<file path="config.mk">
export PLATFORM = sky130hd
export DESIGN_NAME = jpeg_marker_segment_parser_flat
export DESIGN_NICKNAME = d
export VERILOG_FILES = /design/src/sv/jmsp_pkg.sv /design/src/sv/jmsp_ifs.sv /design/src/sv/jmsp_huff_groups.sv /design/src/sv/jmsp_core.sv /design/src/sv/jmsp_out_reg.sv /design/src/sv/jpeg_marker_segment_parser.sv /design/src/flat_wrapper.sv
export SDC_FILE = /design/constraint.sdc
export NUM_CORES = 1
export LEC_CHECK = 0
export BUFFER_PORTS_ARGS = -buffer_cell sky130_fd_sc_hd__buf_2
export CORE_MARGIN = 2
export CORE_UTILIZATION = 45
export DETAILED_ROUTE_END_ITERATION = 12
export GPL_ROUTABILITY_DRIVEN = 0
export PLACE_DENSITY = 0.69
export SLEW_MARGIN = 25
export SYNTH_ARGS = -nofsm -noshare
export SYNTH_HDL_FRONTEND = slang
export SYNTH_SLANG_ARGS = --single-unit
export TNS_END_PERCENT = 100
</file>
<file path="constraint.sdc">
create_clock -name clk -period 7.5 [get_ports clk]
set_input_delay 1.5 -clock clk [delete_from_list [all_inputs] [get_ports clk]]
set_output_delay 1.5 -clock clk [all_outputs]
set_load 0.1 [all_outputs]
</file>
<file path="src/sv/jmsp_pkg.sv">
// Package for the JPEG marker segment parser.
// Holds result kinds, marker codes, sizes and the structs shared by the modules.
// No dependencies.
package jmsp_pkg;

  localparam int HuffLengths = 16;
  localparam int QuantSide   = 8;
  localparam int QuantCount  = QuantSide * QuantSide;

  localparam logic [2:0] KIND_MARKER    = 3'd0;
  localparam logic [2:0] KIND_LENGTH    = 3'd1;
  localparam logic [2:0] KIND_FIELD     = 3'd2;
  localparam logic [2:0] KIND_DATA      = 3'd3;
  localparam logic [2:0] KIND_MALFORMED = 3'd4;
  localparam logic [2:0] KIND_BAD_HUFF  = 3'd5;

  localparam logic [7:0] MK_SOF = 8'hC0;
  localparam logic [7:0] MK_DHT = 8'hC4;
  localparam logic [7:0] MK_SOI = 8'hD8;
  localparam logic [7:0] MK_EOI = 8'hD9;
  localparam logic [7:0] MK_SOS = 8'hDA;
  localparam logic [7:0] MK_DQT = 8'hDB;
  localparam logic [7:0] MK_APP = 8'hE0;

  localparam logic [7:0] BYTE_PREFIX = 8'hFF;
  localparam logic [7:0] BYTE_STUFF  = 8'h00;

  typedef struct packed {
    logic [2:0]  kind;
    logic [7:0]  marker_code;
    logic [4:0]  field_tag;
    logic [7:0]  element_index;
    logic [3:0]  table_number;
    logic [15:0] value;
    logic        segment_done;
    logic        length_mismatch;
  } jmsp_result_t;

  typedef struct packed {
    logic       found;
    logic [3:0] grp;
    logic [7:0] count;
  } jmsp_grp_t;

  typedef struct packed {
    logic halted;
    logic emit;
  } jmsp_status_t;

endpackage

</file>
<file path="src/sv/jmsp_ifs.sv">
// Channel interfaces of the JPEG marker segment parser: byte input, result output.
// No dependencies.
interface jmsp_byte_if;
  logic       valid;
  logic       ready;
  logic [7:0] byte_value;
  modport source(output valid, output byte_value, input ready);
  modport sink(input valid, input byte_value, output ready);
endinterface

interface jmsp_result_if;
  logic        valid;
  logic        ready;
  logic [2:0]  kind;
  logic [7:0]  marker_code;
  logic [4:0]  field_tag;
  logic [7:0]  element_index;
  logic [3:0]  table_number;
  logic [15:0] value;
  logic        segment_done;
  logic        length_mismatch;
  modport source(output valid, output kind, output marker_code, output field_tag,
                 output element_index, output table_number, output value,
                 output segment_done, output length_mismatch, input ready);
  modport sink(input valid, input kind, input marker_code, input field_tag,
               input element_index, input table_number, input value,
               input segment_done, input length_mismatch, output ready);
endinterface

</file>
<file path="src/sv/jmsp_huff_groups.sv">
// Huffman code length count store with nonzero flags and next-group search.
// Depends on jmsp_pkg.
module jmsp_huff_groups (
  input  logic              clk,
  input  logic              wr_en,
  input  logic [3:0]        wr_idx,
  input  logic [7:0]        wr_data,
  input  logic [4:0]        search_from,
  output jmsp_pkg::jmsp_grp_t grp
);
  import jmsp_pkg::*;

  logic [7:0]             counts [HuffLengths];
  logic [HuffLengths-1:0] nonzero;
  logic [HuffLengths-1:0] eff;

  always_ff @(posedge clk) begin
    if (wr_en) begin
      counts[wr_idx]  <= wr_data;
      nonzero[wr_idx] <= (wr_data != 8'd0);
    end
  end

  always_comb begin
    for (int i = 0; i < HuffLengths; i++) begin
      if (wr_en && (wr_idx == 4'(i))) eff[i] = (wr_data != 8'd0);
      else eff[i] = nonzero[i];
    end
    grp.found = 1'b0;
    grp.grp   = 4'd0;
    for (int i = HuffLengths - 1; i >= 0; i--) begin
      if (eff[i] && (5'(i) >= search_from)) begin
        grp.found = 1'b1;
        grp.grp   = 4'(i);
      end
    end
    if (wr_en && (wr_idx == grp.grp)) grp.count = wr_data;
    else grp.count = counts[grp.grp];
  end
endmodule

</file>
<file path="src/sv/jmsp_core.sv">
// Parse state machine: one byte per transaction updates state and forms a result.
// Depends on jmsp_pkg and jmsp_huff_groups.
module jmsp_core (
  input  logic                   clk,
  input  logic                   rst,
  input  logic                   accept,
  input  logic [7:0]             byte_value,
  output jmsp_pkg::jmsp_result_t res,
  output jmsp_pkg::jmsp_status_t status
);
  import jmsp_pkg::*;

  localparam logic [3:0] PM_PREFIX     = 4'd0;
  localparam logic [3:0] PM_CODE       = 4'd1;
  localparam logic [3:0] PM_LEN_HI     = 4'd2;
  localparam logic [3:0] PM_LEN_LO     = 4'd3;
  localparam logic [3:0] PM_BODY       = 4'd4;
  localparam logic [3:0] PM_SCAN       = 4'd5;
  localparam logic [3:0] PM_SCAN_FF    = 4'd6;
  localparam logic [3:0] PM_HALT       = 4'd7;
  localparam logic [3:0] PM_DHT_CLASS  = 4'd8;
  localparam logic [3:0] PM_DHT_COUNTS = 4'd9;
  localparam logic [3:0] PM_DHT_SYMS   = 4'd10;

  logic [3:0]  mode, mode_next;
  logic [7:0]  marker, marker_next;
  logic [15:0] dlen, dlen_next;
  logic [15:0] left, left_next;
  logic [15:0] pos, pos_next;
  logic [7:0]  hold, hold_next;
  logic [7:0]  comps, comps_next;
  logic [3:0]  htc, htc_next;
  logic [4:0]  gi, gi_next;
  logic [7:0]  syms, syms_next;
  logic [1:0]  sof_phase, sof_phase_next;
  logic [7:0]  sof_comp, sof_comp_next;

  logic        emit;
  logic        wr_en;
  logic [4:0]  search_from;
  jmsp_grp_t   grp;
  logic        mm;
  logic [15:0] pos_inc;
  logic [15:0] n2;
  logic [15:0] r;
  logic        last;
  logic        half_high, half_low;
  logic [4:0]  tag;
  logic [7:0]  idx;
  logic        tend;

  jmsp_huff_groups u_groups (
    .clk        (clk),
    .wr_en      (wr_en),
    .wr_idx     (gi[3:0]),
    .wr_data    (byte_value),
    .search_from(search_from),
    .grp        (grp)
  );

  assign wr_en       = accept && (mode == PM_DHT_COUNTS);
  assign search_from = (mode == PM_DHT_COUNTS) ? 5'd0 : gi + 5'd1;
  assign pos_inc     = (pos == 16'hFFFF) ? pos : pos + 16'd1;
  assign mm          = (dlen < 16'd2) || (pos_inc != dlen - 16'd2);
  assign n2          = {7'd0, comps, 1'b0};
  assign r           = pos - 16'd1 - n2;

  always_comb begin
    mode_next      = mode;
    marker_next    = marker;
    dlen_next      = dlen;
    left_next      = left;
    pos_next       = pos;
    hold_next      = hold;
    comps_next     = comps;
    htc_next       = htc;
    gi_next        = gi;
    syms_next      = syms;
    sof_phase_next = sof_phase;
    sof_comp_next  = sof_comp;
    emit           = 1'b0;
    res            = '0;
    last           = 1'b0;
    half_high      = 1'b0;
    half_low       = 1'b0;
    tag            = 5'd0;
    idx            = 8'd0;
    tend           = 1'b0;

    case (mode)
      PM_PREFIX: begin
        if (byte_value == BYTE_PREFIX) begin
          mode_next = PM_CODE;
        end else begin
          emit      = 1'b1;
          res.kind  = KIND_MALFORMED;
          res.value = {8'd0, byte_value};
          mode_next = PM_HALT;
        end
      end
      PM_CODE, PM_SCAN_FF: begin
        if ((mode == PM_SCAN_FF) && (byte_value == BYTE_STUFF)) begin
          emit      = 1'b1;
          res.kind  = KIND_DATA;
          res.value = {8'd0, BYTE_PREFIX};
          mode_next = PM_SCAN;
        end else begin
          marker_next = byte_value;
          emit        = 1'b1;
          res.kind    = KIND_MARKER;
          res.value   = {8'd0, byte_value};
          if ((byte_value == MK_SOI) || (byte_value == MK_EOI)) begin
            res.segment_done = 1'b1;
            mode_next        = PM_PREFIX;
          end else begin
            mode_next = PM_LEN_HI;
          end
        end
      end
      PM_LEN_HI: begin
        hold_next = byte_value;
        mode_next = PM_LEN_LO;
      end
      PM_LEN_LO: begin
        dlen_next      = {hold, byte_value};
        hold_next      = 8'd0;
        pos_next       = 16'd0;
        comps_next     = 8'd0;
        htc_next       = 4'd0;
        sof_phase_next = 2'd0;
        sof_comp_next  = 8'd0;
        left_next      = (dlen_next >= 16'd2) ? dlen_next - 16'd2 : 16'd0;
        emit           = 1'b1;
        res.kind       = KIND_LENGTH;
        res.value      = dlen_next;
        if (!((marker == MK_DQT) || (marker == MK_SOS)) && (left_next == 16'd0)) begin
          res.segment_done    = 1'b1;
          res.length_mismatch = (dlen_next < 16'd2);
          mode_next           = PM_PREFIX;
        end else begin
          mode_next = (marker == MK_DHT) ? PM_DHT_CLASS : PM_BODY;
        end
      end
      PM_BODY: begin
        pos_next = pos_inc;
        emit     = 1'b1;
        res.kind = KIND_FIELD;
        if (marker == MK_DQT) begin
          last      = (pos >= 16'(QuantCount));
          res.value = {8'd0, byte_value};
          if (pos != 16'd0) begin
            res.field_tag       = 5'd1;
            res.element_index   = 8'(pos - 16'd1);
            res.segment_done    = last;
            res.length_mismatch = last && mm;
          end
          if (last) mode_next = PM_PREFIX;
        end else if (marker == MK_SOS) begin
          res.value = {8'd0, byte_value};
          if (pos == 16'd0) begin
            comps_next = byte_value;
          end else if (pos <= n2) begin
            res.field_tag     = pos[0] ? 5'd1 : 5'd2;
            res.element_index = 8'((pos - 16'd1) >> 1);
          end else begin
            last                = (r >= 16'd2);
            res.field_tag       = last ? 5'd5 : 5'(16'd3 + r);
            res.segment_done    = last;
            res.length_mismatch = last && mm;
            if (last) mode_next = PM_SCAN;
          end
        end else begin
          left_next = left - 16'd1;
          last      = (left_next == 16'd0);
          idx       = pos[7:0];
          if (marker == MK_APP) begin
            idx = 8'd0;
            if (pos < 16'd5) begin
              idx = pos[7:0];
            end else begin
              case (pos)
                16'd5:   tag = 5'd1;
                16'd6:   tag = 5'd2;
                16'd7:   tag = 5'd3;
                16'd8:   begin tag = 5'd4; half_high = 1'b1; end
                16'd9:   begin tag = 5'd4; half_low = 1'b1; end
                16'd10:  begin tag = 5'd5; half_high = 1'b1; end
                16'd11:  begin tag = 5'd5; half_low = 1'b1; end
                16'd12:  tag = 5'd6;
                16'd13:  tag = 5'd7;
                default: begin tag = 5'd8; idx = pos[7:0] - 8'd14; end
              endcase
            end
          end else if (marker == MK_SOF) begin
            idx = 8'd0;
            case (pos)
              16'd0:   tag = 5'd0;
              16'd1:   begin tag = 5'd1; half_high = 1'b1; end
              16'd2:   begin tag = 5'd1; half_low = 1'b1; end
              16'd3:   begin tag = 5'd2; half_high = 1'b1; end
              16'd4:   begin tag = 5'd2; half_low = 1'b1; end
              16'd5:   tag = 5'd3;
              default: begin
                tag            = 5'd4 + {3'd0, sof_phase};
                idx            = sof_comp;
                sof_phase_next = (sof_phase == 2'd2) ? 2'd0 : sof_phase + 2'd1;
                if (sof_phase == 2'd2) sof_comp_next = sof_comp + 8'd1;
              end
            endcase
          end
          if (last) mode_next = PM_PREFIX;
          res.field_tag     = tag;
          res.element_index = idx;
          if (half_high) begin
            if (!last) begin
              hold_next = byte_value;
              emit      = 1'b0;
            end else begin
              res.value           = {byte_value, 8'd0};
              res.segment_done    = 1'b1;
              res.length_mismatch = 1'b1;
            end
          end else begin
            res.value           = half_low ? {hold, byte_value} : {8'd0, byte_value};
            res.segment_done    = last;
            res.length_mismatch = last && mm;
          end
        end
      end
      PM_DHT_CLASS: begin
        pos_next         = pos_inc;
        emit             = 1'b1;
        res.table_number = htc;
        res.value        = {8'd0, byte_value};
        if (byte_value[7:4] > 4'd3) begin
          res.kind  = KIND_BAD_HUFF;
          mode_next = PM_HALT;
        end else begin
          res.kind  = KIND_FIELD;
          gi_next   = 5'd0;
          mode_next = PM_DHT_COUNTS;
        end
      end
      PM_DHT_COUNTS, PM_DHT_SYMS: begin
        pos_next          = pos_inc;
        emit              = 1'b1;
        res.kind          = KIND_FIELD;
        res.table_number  = htc;
        res.value         = {8'd0, byte_value};
        res.element_index = {3'd0, gi};
        res.field_tag     = (mode == PM_DHT_COUNTS) ? 5'd1 : 5'd2;
        if (mode == PM_DHT_COUNTS) begin
          gi_next = gi + 5'd1;
          if (gi_next >= 5'(HuffLengths)) begin
            if (!grp.found) begin
              tend = 1'b1;
            end else begin
              gi_next   = {1'b0, grp.grp};
              syms_next = grp.count;
              mode_next = PM_DHT_SYMS;
            end
          end
        end else begin
          syms_next = syms - 8'd1;
          if (syms_next == 8'd0) begin
            if (!grp.found) begin
              tend = 1'b1;
            end else begin
              gi_next   = {1'b0, grp.grp};
              syms_next = grp.count;
            end
          end
        end
        if (tend) begin
          htc_next = htc + 4'd1;
          if ((dlen >= 16'd2) && (pos_inc < dlen - 16'd2)) begin
            mode_next = PM_DHT_CLASS;
          end else begin
            res.segment_done    = 1'b1;
            res.length_mismatch = mm;
            mode_next           = PM_PREFIX;
          end
        end
      end
      PM_SCAN: begin
        if (byte_value == BYTE_PREFIX) begin
          mode_next = PM_SCAN_FF;
        end else begin
          emit      = 1'b1;
          res.kind  = KIND_DATA;
          res.value = {8'd0, byte_value};
        end
      end
      PM_HALT: begin
        emit = 1'b0;
      end
      default: begin
        emit = 1'b0;
      end
    endcase
    res.marker_code = marker_next;
  end

  assign status.halted = (mode == PM_HALT);
  assign status.emit   = emit;

  always_ff @(posedge clk) begin
    if (rst) begin
      mode      <= PM_PREFIX;
      marker    <= 8'd0;
      dlen      <= 16'd0;
      left      <= 16'd0;
      pos       <= 16'd0;
      hold      <= 8'd0;
      comps     <= 8'd0;
      htc       <= 4'd0;
      gi        <= 5'd0;
      syms      <= 8'd0;
      sof_phase <= 2'd0;
      sof_comp  <= 8'd0;
    end else if (accept) begin
      mode      <= mode_next;
      marker    <= marker_next;
      dlen      <= dlen_next;
      left      <= left_next;
      pos       <= pos_next;
      hold      <= hold_next;
      comps     <= comps_next;
      htc       <= htc_next;
      gi        <= gi_next;
      syms      <= syms_next;
      sof_phase <= sof_phase_next;
      sof_comp  <= sof_comp_next;
    end
  end
endmodule

</file>
<file path="src/sv/jmsp_out_reg.sv">
// Result register: holds one result until the downstream transaction completes.
// Depends on jmsp_pkg.
module jmsp_out_reg (
  input  logic                   clk,
  input  logic                   rst,
  input  logic                   load,
  input  jmsp_pkg::jmsp_result_t res,
  input  logic                   out_ready,
  output logic                   out_valid,
  output jmsp_pkg::jmsp_result_t out_res,
  output logic                   can_load
);
  import jmsp_pkg::*;

  assign can_load = !out_valid || out_ready;

  always_ff @(posedge clk) begin
    if (rst) begin
      out_valid <= 1'b0;
    end else if (load) begin
      out_valid <= 1'b1;
    end else if (out_ready) begin
      out_valid <= 1'b0;
    end
  end

  always_ff @(posedge clk) begin
    if (load) begin
      out_res <= res;
    end
  end
endmodule

</file>
<file path="src/sv/jpeg_marker_segment_parser.sv">
// Top level of the JPEG marker segment parser.
// Depends on jmsp_pkg, jmsp_ifs, jmsp_core and jmsp_out_reg.
//
// Takes one JPEG file byte per transaction and gives at most one tagged result per byte:
// marker codes, segment lengths, decoded header fields of APP0, SOF0, DQT, DHT, SOS and
// COM, and unstuffed scan data. A byte is taken in every cycle while the result register
// is empty or being drained, so the sustained rate is one byte per clock; the parse state
// update ahead of the result register sets that figure. Each result appears in the cycle
// after its byte is taken. A stray byte between segments or a DHT class above 3
// gives an error result and halts the parser until reset.
module jpeg_marker_segment_parser (
  input logic          clk,
  input logic          rst,
  jmsp_byte_if.sink    in_ch,
  jmsp_result_if.source out_ch
);
  import jmsp_pkg::*;

  logic         accept;
  logic         can_load;
  jmsp_result_t res;
  jmsp_result_t out_res;
  jmsp_status_t status;

  assign in_ch.ready = can_load;
  assign accept      = in_ch.valid && can_load;

  jmsp_core u_core (
    .clk       (clk),
    .rst       (rst),
    .accept    (accept),
    .byte_value(in_ch.byte_value),
    .res       (res),
    .status    (status)
  );

  jmsp_out_reg u_out (
    .clk      (clk),
    .rst      (rst),
    .load     (accept && status.emit),
    .res      (res),
    .out_ready(out_ch.ready),
    .out_valid(out_ch.valid),
    .out_res  (out_res),
    .can_load (can_load)
  );

  assign out_ch.kind            = out_res.kind;
  assign out_ch.marker_code     = out_res.marker_code;
  assign out_ch.field_tag       = out_res.field_tag;
  assign out_ch.element_index   = out_res.element_index;
  assign out_ch.table_number    = out_res.table_number;
  assign out_ch.value           = out_res.value;
  assign out_ch.segment_done    = out_res.segment_done;
  assign out_ch.length_mismatch = out_res.length_mismatch;

  a_halt_sticks: assert property (@(posedge clk) disable iff (rst)
    status.halted |=> status.halted)
    else $error("parser left halt without reset");

  a_halt_silent: assert property (@(posedge clk) disable iff (rst)
    status.halted |-> !status.emit)
    else $error("halted parser produced a result");

  a_mismatch_done: assert property (@(posedge clk) disable iff (rst)
    (out_ch.valid && out_ch.length_mismatch) |-> out_ch.segment_done)
    else $error("length mismatch without segment end");
endmodule

</file>
<file path="src/flat_wrapper.sv">
// flat-port wrapper written by rule: the top's interface ports become plain ports
module jpeg_marker_segment_parser_flat import jmsp_pkg::*;
  (clk, rst, in_ch_valid, in_ch_byte_value, in_ch_ready, out_ch_valid, out_ch_kind, out_ch_marker_code, out_ch_field_tag, out_ch_element_index, out_ch_table_number, out_ch_value, out_ch_segment_done, out_ch_length_mismatch, out_ch_ready);
  jmsp_byte_if in_ch_i ();
  jmsp_result_if out_ch_i ();
  input logic clk;
  input logic rst;
  input wire logic [$bits(in_ch_i.valid)-1:0] in_ch_valid;
  input wire logic [$bits(in_ch_i.byte_value)-1:0] in_ch_byte_value;
  output wire logic [$bits(in_ch_i.ready)-1:0] in_ch_ready;
  output wire logic [$bits(out_ch_i.valid)-1:0] out_ch_valid;
  output wire logic [$bits(out_ch_i.kind)-1:0] out_ch_kind;
  output wire logic [$bits(out_ch_i.marker_code)-1:0] out_ch_marker_code;
  output wire logic [$bits(out_ch_i.field_tag)-1:0] out_ch_field_tag;
  output wire logic [$bits(out_ch_i.element_index)-1:0] out_ch_element_index;
  output wire logic [$bits(out_ch_i.table_number)-1:0] out_ch_table_number;
  output wire logic [$bits(out_ch_i.value)-1:0] out_ch_value;
  output wire logic [$bits(out_ch_i.segment_done)-1:0] out_ch_segment_done;
  output wire logic [$bits(out_ch_i.length_mismatch)-1:0] out_ch_length_mismatch;
  input wire logic [$bits(out_ch_i.ready)-1:0] out_ch_ready;
  assign in_ch_i.valid = in_ch_valid;
  assign in_ch_i.byte_value = in_ch_byte_value;
  assign in_ch_ready = in_ch_i.ready;
  assign out_ch_valid = out_ch_i.valid;
  assign out_ch_kind = out_ch_i.kind;
  assign out_ch_marker_code = out_ch_i.marker_code;
  assign out_ch_field_tag = out_ch_i.field_tag;
  assign out_ch_element_index = out_ch_i.element_index;
  assign out_ch_table_number = out_ch_i.table_number;
  assign out_ch_value = out_ch_i.value;
  assign out_ch_segment_done = out_ch_i.segment_done;
  assign out_ch_length_mismatch = out_ch_i.length_mismatch;
  assign out_ch_i.ready = out_ch_ready;
  jpeg_marker_segment_parser u_core (.clk(clk), .rst(rst), .in_ch(in_ch_i), .out_ch(out_ch_i));
endmodule
</file>
After elaboration in Yosys (flattened, before gate mapping)
Memories as Yosys holds them, arrays and structs flattened.
Index checks and enable logic that the tools add are counted.
- add/subtract/negate cells: 14
- multiply operators: 0
- div/mod/pow operators: 0
- order comparisons: 29
- eq/ne operators: 74
- shifts and indexed selects: 0
- muxes and demuxes: 176
- bitwise logic cells: 0
- reductions and logical operators: 93
- operator list (cell ; count):
    2-to-1 mux 8 bit ; 29
    2-to-1 mux 5 bit ; 26
    equality test 16 x 4 -> 1 bit, second input constant ; 6
    2-to-1 mux 16 bit ; 5
    2-to-1 mux 4 bit ; 20
    one-hot mux 16 bit (5 select lines) ; 1
    2-to-1 mux 18 bit ; 4
    equality test 16 x 3 -> 1 bit, second input constant ; 4
    equality test 8 bit, second input constant ; 8
    one-hot mux 16 bit (2 select lines) ; 2
    2-to-1 mux 1 bit ; 49
    >= comparator 16 x 2 -> 1 bit, second input constant ; 3
    zero test 16 bit ; 3
    equality test 4 bit, second input constant ; 11
    logical AND 1 bit ; 43
    >= comparator 4 x 5 -> 1 bit, first input constant ; 8
    2-to-1 mux 13 bit ; 3
    2-to-1 mux 2 bit ; 17
    equality test 16 x 2 -> 1 bit, second input constant ; 2
    < comparator 16 x 2 -> 1 bit, second input constant ; 2
    one-hot mux 4 bit (8 select lines) ; 1
    one-hot mux 8 bit (2 select lines) ; 2
    subtractor 16 x 1 -> 16 bit, second input constant ; 2
    subtractor 16 x 2 -> 16 bit, second input constant ; 2
    69 further kinds ; 133
- flip-flop bits (word level): 166
- bits in latches: 0
- RAM bits: 128
- bits in read-only memories: 0
- input port bits: 12
- output and inout port bits: 48
- word-level logic and storage cells: 409
- memories: 1
- memory list (memory ; words ; bits a word ; read ports ; clocked after memory_dff ; wr ports ; RTL line ; text):
    u_core.u_core.u_groups.counts ; 16 ; 8 ; 1 ; 0 ; 1 ; jmsp_huff_groups.sv:13 ; logic [7:0] counts [HuffLengths];

Depth between registers and ports, before layout
Gate-level depths: netlist (run 1).
- depth after elaboration: 29
- depth in mapped cells: 20
- mapped depth without buffers: 19

Cells and area by module
A second synthesis (run 1) with hierarchy kept.
- cells, all modules: 1819
- area total of the unflattened synthesis: 17022.6 um^2
- modules (own cells, without submodules) (module ; instances ; cells each ; area an instance (um^2) ; seq. area each (um^2)):
    jmsp_core ; 1 ; 1306 ; 9096.2 ; 2062.0
    jmsp_huff_groups ; 1 ; 461 ; 6486.2 ; 4324.1
    jmsp_out_reg ; 1 ; 50 ; 1427.6 ; 1401.3
    jpeg_marker_segment_parser ; 1 ; 2 ; 12.5 ; 0.0

Least setup slack after synthesis (run 1)
OpenSTA, ideal clock, no wires.
- kind: input to register
- start: in out_ch_ready
- end: reg u_core.u_out.out_res[0] (netlist name)
- setup time: 536 ps
- data arrival time: 6337 ps
- required time: 6964 ps
- slack: 627 ps
- cell stages on the path: 7
- path buffers: 3
- cell sequence: nor2b_1 -> buf_2 -> inv_1 -> buf_2 -> nand2_1 -> clkbuf_1 -> a311oi_1
- word-level cells in the longest chain between the ends: 3
- ends and longest elaborated chain (item ; RTL line ; text):
    from (decl) ; flat_wrapper.sv:20 ; input wire logic [$bits(out_ch_i.ready)-1:0] out_ch_ready;
    logical OR 1 bit ; jmsp_out_reg.sv:15 ; assign can_load = !out_valid || out_ready;
    net in_ch_ready ; flat_wrapper.sv:10 ; output wire logic [$bits(in_ch_i.ready)-1:0] in_ch_ready;
    logical AND 1 bit ; jpeg_marker_segment_parser.sv:26 ; assign accept = in_ch.valid && can_load;
    logical AND 1 bit ; jpeg_marker_segment_parser.sv:40 ; .load (accept && status.emit),
    net u_core.u_out.load ; jmsp_out_reg.sv:6 ; input logic load,
The timed path passes the listed nets, and every way through them passes these cells.
A chain may end at the register's enable or synchronous reset.

Worst setup path in the final report (run 1)
- start: in in_ch_byte_value[0]
- end: reg u_core.u_core.syms[5]
- word-level cells in the longest chain between the ends: 25
- elaborated cells between the ends (all ways): 60
- those cells by class: eq/ne (2); mux (38); reduce/logical (19); memory (1)
- ends and longest elaborated chain (item ; RTL line ; text):
    from (decl) ; flat_wrapper.sv:9 ; input wire logic [$bits(in_ch_i.byte_value)-1:0] in_ch_byte_value;
    nonzero test 8 bit * ; jmsp_huff_groups.sv:26 ; if (wr_en && (wr_idx == 4'(i))) eff[i] = (wr_data != 8'd0);
    2-to-1 mux 1 bit ; jmsp_huff_groups.sv:26 ;
    logical AND 1 bit ; jmsp_huff_groups.sv:32 ; if (eff[i] && (5'(i) >= search_from)) begin
    2-to-1 mux 5 bit (15 in a row) ; jmsp_huff_groups.sv:32 ;
    2-to-1 mux 5 bit * ; jmsp_huff_groups.sv:32 ;
    parallel branches: the longest is 6 deep, another holds memory (16 x 8 bit) ; -- ;
    to (signal assigned) ; jmsp_core.sv:331 ; syms <= syms_next;
    to (decl) ; jmsp_core.sv:34 ; logic [7:0] syms, syms_next;
Mark *: on every way between the ends. The select of a mux whose other input is x is not followed.

==> run summary, run 1 <==
Status: complete, no violations
Global-route wire length before repair: 76400 um
CP Max Fanout: 28
H-tree levels: 1
Clock transition at path regs: 0.06 ns
Nets: 1868
Xor-xnor portion of the synthesized cell area: 3.57%
Post-CTS resize count: 0
Mux contribution to synthesized area: 7.06%
Setup violators final: 0
Slew @ Worst Pin: 1.06 ns
Ports: 60
Largest family of logic cells by synthesized area: simple AND/OR/NAND/NOR gates
Crit Path Class: primary input to flip-flop
Routed len/inst: 21.1 um
Total power: 4.03 mW
Final Worst Setup Slack: 1.83 ns
Core area: 37600 um^2
Chip height: 199 um
Leading cell type in the layout, fill and taps excluded: edfxtp_1
Bufs and invs on worst path: 3
Initial core utilization: 45.7%
Critical Path RT: 7.98 ns
Lkg Pwr: 6.88 nW
DRT Wirelength: 49300 um
Post-Syn Nets: 1863
Port Buf Inserts: 59
Post-synthesis compound-gate area fraction: 16.4%
Avg Cell Area, Syn: 9.55 um^2
Final ANT Viol Nets: 0
Cell Area, Placed: 17900 um^2
Util after Layout: 50.2%
Synth Instances: 1797
Die X: 199 um
Crit path DAT: 6.15 ns
Max Freq: 177 MHz
Vias in the first global route: 13.7k
Simple logic cell fraction of the synthesized area: 19.4%
Sequential share of the synthesized area: 45.4%
Dpl ws: 1.33 ns
Final period utilization: 75.5%
Setup skew after layout: 0.00888 ns
Max Cap Violations: 0
Largest delay share family, worst path: simple AND/OR/NAND/NOR gates
Main synth FF type: edfxtp_1
Non-Filler Instances: 2337
Synth Cell Area: 17200 um^2
RSZ-0062 raised after global routing: no
CTS buffer count: 30
Pin count of the biggest net entering global routing: 92
Final Max Tran Viols: 0
Worst vdd ir: 0.000167 V
Relative slew slack: 28.9%
Element type at the critical path start: primary input
Initial antenna violation count: 0
CTS Hold Buffers Added: 0
Crit end category: flip-flop
Worst-Skew Late Latency: 0.59 ns
Dpl hpwl: 33500 um
DRC Markers: 0
CTS tree: done
PD cells: 214 nW/um^2
Worst hold path class: flip-flop to flip-flop
Post-CTS Setup Repair Bufs: 0
Layout cells sized above 1: 10.8%
Gr ovfl total: 0
Ys async rst share: 0%
CTS Root Cell: clkbuf_16
Most frequent cells in the layout: edfxtp_1 (190), nand2_1 (176), nor2_1 (176)
First-pass detailed-route iteration total: 6
Worst hold margin: 0.464 ns
Post-synth EDFFs: 190
Fin Setup TNS: 0 ns
Post-Synth Adder-Cell Area: 3.98%
Clock sinks: 294
Yosys reg bits: 294
Cell variety after synth: 96
Clock buffer depth: 3
Fin area: 18800 um^2
Via count: 14.4k
DP Cell Count: 2281
Initial DRC count: 1767
Critical path's largest stage delay: 0.62 ns
Synth Warn #: 0
Syn-to-layout area delta: 9.79%
Die area: 39700 um^2
Total track usage: 24.8%
Worst-path cell chain: buf_2 > or4_4 > nor4_4 > inv_2 > and3_1 > a311o_1 > a221oi_2 > o311ai_1 > nand2_2 > buf_4 > mux4_2 > a22oi_1 > a21oi_1 > o221a_2
Site Rows: 71
DR vias/cell: 6.18
Final Hold Fails: 0
Min cycle time layout: 5.67 ns
Worst path slowest cell: nand2_2
## worst reg2reg max path, delay by kind of cell, from the launching register on
kind                     cells  cell delay, ns
AND/OR/NAND/NOR              1            0.12
flip-flops                   1            0.78
adder cells (fa/ha/maj)      2            0.58
AO/OA/AOI/OAI               11            2.82
multiplexers                 1            0.36
XOR/XNOR                     1            0.28
buffers and inverters        2            0.37
## logic make-up (layout without fill, tap and decap cells)
group,after synthesis,after routing
AOI/OAI and AO/OA,431,431
xor gates and xnor gates,70,70
adders and majority gates,54,54
buffers and inverters,164,192
DFF,294,294
muxes,107,107
other,1,2
and+or+nand+nor,676,676
## cell usage after synthesis (6+ instances only)
| library cell | instances | area, um^2 |
|---|---|---|
| nand2_1 | 176 | 661 |
| a221oi_1 | 6 | 52.6 |
| o31ai_1 | 7 | 52.6 |
| buf_2 | 17 | 85.1 |
| buf_6 | 6 | 67.6 |
| o21ai_1 | 7 | 35.0 |
| mux2i_1 | 84 | 841 |
| edfxtp_1 | 190 | 5710 |
| mux2_2 | 13 | 146 |
| nand3b_1 | 15 | 113 |
| o2111ai_1 | 6 | 52.6 |
| or3_1 | 15 | 93.8 |
| a21oi_1 | 132 | 661 |
| a22o_1 | 10 | 87.6 |
| a311oi_1 | 6 | 52.6 |
| inv_1 | 50 | 188 |
| or4_1 | 9 | 67.6 |
| a21o_1 | 12 | 90.1 |
| o211ai_1 | 9 | 67.6 |
| nor2b_1 | 15 | 93.8 |
| nor4_1 | 26 | 163 |
| xor2_1 | 30 | 263 |
| and3_1 | 23 | 144 |
| mux4_2 | 9 | 203 |
| clkbuf_1 | 73 | 274 |
| nand3_1 | 45 | 225 |
| a22oi_1 | 29 | 218 |
| a211oi_1 | 16 | 120 |
| nor3b_1 | 9 | 67.6 |
| buf_1 | 9 | 33.8 |
| dfxtp_1 | 104 | 2080 |
| o22ai_1 | 8 | 50.1 |
| o32ai_1 | 6 | 52.6 |
| nor3_1 | 68 | 340 |
| o21ai_0 | 84 | 420 |
| xnor2_1 | 40 | 350 |
| or2_2 | 8 | 50.1 |
| o21a_1 | 14 | 105 |
| and2_1 | 15 | 93.8 |
| nand4_1 | 24 | 150 |
| a31oi_1 | 18 | 113 |
| ha_1 | 53 | 663 |
| nand2b_1 | 20 | 125 |
| nor2_1 | 180 | 676 |
## cell type report
type                    instances  area (um^2)
diodes                          1         2.50
clock buffers                  36          793
clock inverters                19          180
fillers                      3350        18700
inverters                      53          199
multi-input cells            1339         8740
flip-flops and latches        294         7790
well taps                     511          639
repair buffers                 84          502
## state kept, by name, indices dropped and copies added, names as in the netlist, 8 cells and up
name and cells:
u_core.u_out.out_res 46, u_core.u_core.syms 8, u_core.u_core.left 16, u_core.u_core.comps 8, u_core.u_core.hold 8, u_core.u_core.dlen 16
u_core.u_core.marker 8, u_core.u_core.pos 16, u_core.u_core.u_groups.nonzero 16, u_core.u_core.sof_comp 8, u_core.u_core.u_groups.counts 128
## routing by layer
metal / global-route usage [%] / share of wire, % / vias up
met5: 0 / 0 / -
met4: 11.0 / 3.9 / 0
met3: 4.14 / 9.6 / 121
met2: 38.2 / 44 / 758
met1: 34.3 / 43 / 6884
li1: - / - / 6675
## power breakdown
group / switching [mW] / leakage, nW / total [mW] / internal [mW]
combinational: 0.552 / 3.78 / 0.722 / 0.170
clock: 0.653 / 0.471 / 1.48 / 0.826
sequential: 0.0499 / 2.63 / 1.83 / 1.78
## worst paths after layout
| kind | from | to | slack [ns] | cells after the start |
|---|---|---|---|---|
| worst min register to register | u_core.u_core.dlen[0]$_SDFFE_PP0P_ | u_core.u_core.dlen[0]$_SDFFE_PP0P_ | 0.46 | 2 |
| worst max register to register | u_core.u_core.pos[2]$_SDFFE_PP0P_ | u_core.u_out.out_res[1]$_SDFFCE_PN0P_ | 1.90 | 18 |
| worst min-delay path | u_core.u_core.dlen[0]$_SDFFE_PP0P_ | u_core.u_core.dlen[0]$_SDFFE_PP0P_ | 0.46 | 2 |
| worst max-delay path | in_ch_byte_value[0] | u_core.u_core.syms[5]$_SDFFE_PP0P_ | 1.83 | 14 |
No activity file was read; power rests on OpenSTA's default activity.
==> run 2: changes to the inputs <==
--- a/config.mk
+++ b/config.mk
@@ -10,7 +10,7 @@
 export CORE_UTILIZATION = 45
 export DETAILED_ROUTE_END_ITERATION = 12
 export GPL_ROUTABILITY_DRIVEN = 0
-export PLACE_DENSITY = 0.69
+export PLACE_DENSITY = 0.71
 export SLEW_MARGIN = 25
 export SYNTH_ARGS = -nofsm -noshare
 export SYNTH_HDL_FRONTEND = slang
==> constraint.sdc (replaced) <==
create_clock -name clk -period 5.15 [get_ports clk]
set_input_delay 1.03 -clock clk [delete_from_list [all_inputs] [get_ports clk]]
set_output_delay 1.03 -clock clk [all_outputs]
set_load 0.1 [all_outputs]
==> run 2 against run 1 <==
  * Routed wire length hardly changed
  * Design area is 1.9% higher
  * Count of clock-buffer cells in the layout decreased by 4
  * Sequential power grew 44%
  * Power up 51%
  * Sequential share of layout area is 0.76 points lower
  * Utilization up 0.94 points
  * Critical endpoint is now u_core.u_out.out_res[0]$_SDFFCE_PN0P_
  * Hold slack gained 0.0036 ns
==> run summary, run 2 (synthesis results as in run 1) <==
CTS Hold Buffers Added: 0 (unchanged)
Routed len/inst: 20.8 um (-1.3%)
DRC Markers: 0 (unchanged)
Clock transition at path regs: 0.07 ns (about the same)
GRT Max-Usage Layer: met2
Clock buffer depth: 3 (unchanged)
Chip height: 199 um (unchanged)
Crit end category: flip-flop
Vias in the first global route: 13.5k (-1.4%)
Initial antenna violation count: 0 (unchanged)
Worst hold path class: flip-flop to flip-flop
Die X: 199 um (unchanged)
Layout cells sized above 1: 12.4% (+1.6 points)
N_diodes: 0 (-1)
Fillers: 3346 (-0.12%)
DRT Wirelength: 49300 um (about the same)
Final Max Tran Viols: 0 (unchanged)
Worst-Skew Late Latency: 0.62 ns (+0.03 ns)
Worst path slowest cell: dfxtp_1
Largest register FFs: 128 (unchanged)
Reg-to-reg startpoint: u_core.u_core.pos[6]$_SDFFE_PP0P_
Leading cell type in the layout, fill and taps excluded: edfxtp_1
Hold EP: u_core.u_core.dlen[0]$_SDFFE_PP0P_
Fin Setup TNS: 0 ns (unchanged)
Dpl hpwl: 33700 um (+0.67%)
Total power: 6.10 mW (+51%)
Met3 track demand over resource: 3.97% (-0.17 points)
Final ANT Viol Nets: 0 (unchanged)
Global-route wire length before repair: 76400 um (about the same)
Internal power: 4.22 mW (+52%)
Sequential power share: 43.2% (-2.2 points)
Max Cap Violations: 0 (unchanged)
H-tree levels: 1 (unchanged)
Bufs and invs on worst path: 0 (-3)
PD cells: 317 nW/um^2 (+48%)
Sw Share: 30.8% (-0.31 points)
CTS Root Cell: clkbuf_16
Worst-path cell chain: nand2_1 > or4_1 > or4_1 > and2_1 > nor2b_1 > and3_1 > nand3_1 > xnor2_1 > ha_1 > a21o_1 > a21o_1 > a21oi_1 > o211ai_1 > o21a_1 > a22oi_1 > o21ai_0
Non-Filler Instances: 2369 (+1.4%)
Nets: 1900 (+1.7%)
Pin count of the biggest net entering global routing: 92 (unchanged)
First-pass detailed-route iteration total: 6 (unchanged)
CP Max Fanout: 14 (-50%)
Gr ovfl total: 0 (unchanged)
End of the worst register-to-register path: u_core.u_out.out_res[0]$_SDFFCE_PN0P_
Worst Hold Launch: u_core.u_core.dlen[0]$_SDFFE_PP0P_
Initial DRC count: 1595 (-9.7%)
Critical Path RT: 5.50 ns (-2.48 ns)
Port Buf Inserts: 59 (unchanged)
Core area: 37600 um^2 (unchanged)
Initial core utilization: 45.7% (unchanged)
Critical Path Stages: 16 (+2)
Largest registers: u_core.u_core.u_groups.counts (128), u_core.u_out.out_res (46)
Status: complete, no violations
Critical path's largest stage delay: 0.73 ns (+0.11 ns)
Element type at the critical path start: flip-flop
Largest delay share family, worst path: simple AND/OR/NAND/NOR gates
Syn-to-layout area delta: 11.9%
Met1 GRT Util: 34.4% (+0.12 points)
Clock sinks: 294 (unchanged)
Ports: 60 (unchanged)
Worst hold stages: 2 (unchanged)
CTS buffer count: 31 (+3.3%)
Setup violators final: 0 (unchanged)
Total track usage: 24.8% (-0.031 points)
Crit Path Class: flip-flop to flip-flop
Via count: 14.5k (+0.62%)
DP Cell Count: 2312 (+1.4%)
Switch Pwr: 1.88 mW (+50%)
Setup slack, reg-to-reg: 0.34 ns (-1.56 ns)
Max Freq: 208 MHz
Relative slew slack: 28.6% (-0.32 points)
Reg with most FFs: u_core.u_core.u_groups.counts
Crit path DAT: 5.15 ns (-1.00 ns)
CTS tree: done
Site Rows: 71 (unchanged)
Most frequent cells in the layout: edfxtp_1 (190), nor2_1 (179), nand2_1 (176)
Slew @ Worst Pin: 1.07 ns (+0.00886 ns)
Met2 Resource Use GR: 37.2% (-1.1 points)
Lkg Pwr: 7.10 nW (+3.1%)
Clock power share: 39.0% (+2.3 points)
Worst vdd ir: 0.000234 V (+40%)
DR vias/cell: 6.13 (-0.74%)
Final period utilization: 93.3%
Min cycle time layout: 4.81 ns
Die area: 39700 um^2 (unchanged)
Final Hold Fails: 0 (unchanged)
FF-to-FF path depth: 16 (-2)
Gate power share: 17.7% (-0.2 points)
Setup skew after layout: 0.0282 ns (+0.0193 ns)
[run 2: changes by cell type in the layout (fill, tap and decap cells not counted), sizes merged]
| cell | previous run | this run |
|---|---|---|
| buf | 84 | 115 |
| bufinv | 2 | 5 |
| clkbuf | 36 | 32 |
| clkinv | 14 | 12 |
| clkinvlp | 3 | 4 |
| diode | 1 | 0 |
| inv | 53 | 57 |
[run 2: how the worst max path moves through the flow]
| stage | startpoint | endpoint | slack [ns] |
|---|---|---|---|
| after floorplan | u_core.u_core.pos[4]$_SDFFE_PP0P_ | u_core.u_out.out_res[0]$_SDFFCE_PN0P_ | 0.08 |
| final | u_core.u_core.pos[6]$_SDFFE_PP0P_ | u_core.u_out.out_res[0]$_SDFFCE_PN0P_ | 0.34 |
| after global routing | u_core.u_core.pos[1]$_SDFFE_PP0P_ | u_core.u_out.out_res[0]$_SDFFCE_PN0P_ | -0.01 |
| after detailed placement | u_core.u_core.pos[1]$_SDFFE_PP0P_ | u_core.u_out.out_res[1]$_SDFFCE_PN0P_ | 0.21 |
| after CTS | u_core.u_core.pos[1]$_SDFFE_PP0P_ | u_core.u_out.out_res[0]$_SDFFCE_PN0P_ | 0.18 |
| after global placement | u_core.u_core.pos[1]$_SDFFE_PP0P_ | u_core.u_out.out_res[1]$_SDFFCE_PN0P_ | 0.39 |
[run 2: layer usage]
layer  vias to the layer above  part of all wire (%)  wire (um)
met1                      6844                    43      21000
met3                       163                   9.3       4560
met2                       767                    43      21100
met4                         0                   5.3       2620
met5                         -                     0          0
li1                       6753                     -          -
[run 2: repair_timing]
action                                  in CTS  in global routing
endpoints found under the hold margin        0                  0
setup buffers                                0                  0
endpoints found under the setup margin       0                  6
gates resized for setup                      0                  4
[run 2: worst reg2reg max path, delay by kind of cell, from the launching register on]
kind,cells,cell delay [ns]
xor gates and xnor gates,1,0.10
adders and majority gates,1,0.22
and+or+nand+nor,7,2.23
DFF,1,0.73
AOI/OAI and AO/OA,7,1.25
[run 2: power groups by stage]
stage / Sequential, mW / Combinational [mW] / Clock [mW]
after floorplan: 2.99 / 0.503 / 0
after global placement: 2.68 / 1.05 / 0
after detailed placement: 2.69 / 1.06 / 0
after CTS: 2.64 / 1.07 / 2.41
after global routing: 2.65 / 1.16 / 2.50
final: 2.64 / 1.08 / 2.38
[run 2: layout make-up]
class	count	area, um^2	share of cell area [%]
repair buffers	115	769	4.01
multi-input cells	1339	8730	45.5
inverters	53	199	1.04
clock inverters	25	299	1.56
flip-flops and latches	294	7790	40.6
clock buffers	32	779	4.06
well taps	511	639	3.33
[run 2: stage by stage]
stage / hold WS [ns] / setup slack, ns / area, um^2 / utilization [%]
detailed placement: 0.457 / 0.215 / 18100 / 48.2
floorplan: 0.441 / 0.0839 / 17200 / -
CTS: 0.467 / 0.178 / 19200 / 51.1
global placement: 0.452 / 0.388 / 18100 / 48.2
finish: 0.468 / 0.345 / 19200 / 51.1
global route: 0.486 / -0.0148 / 19200 / 51.1
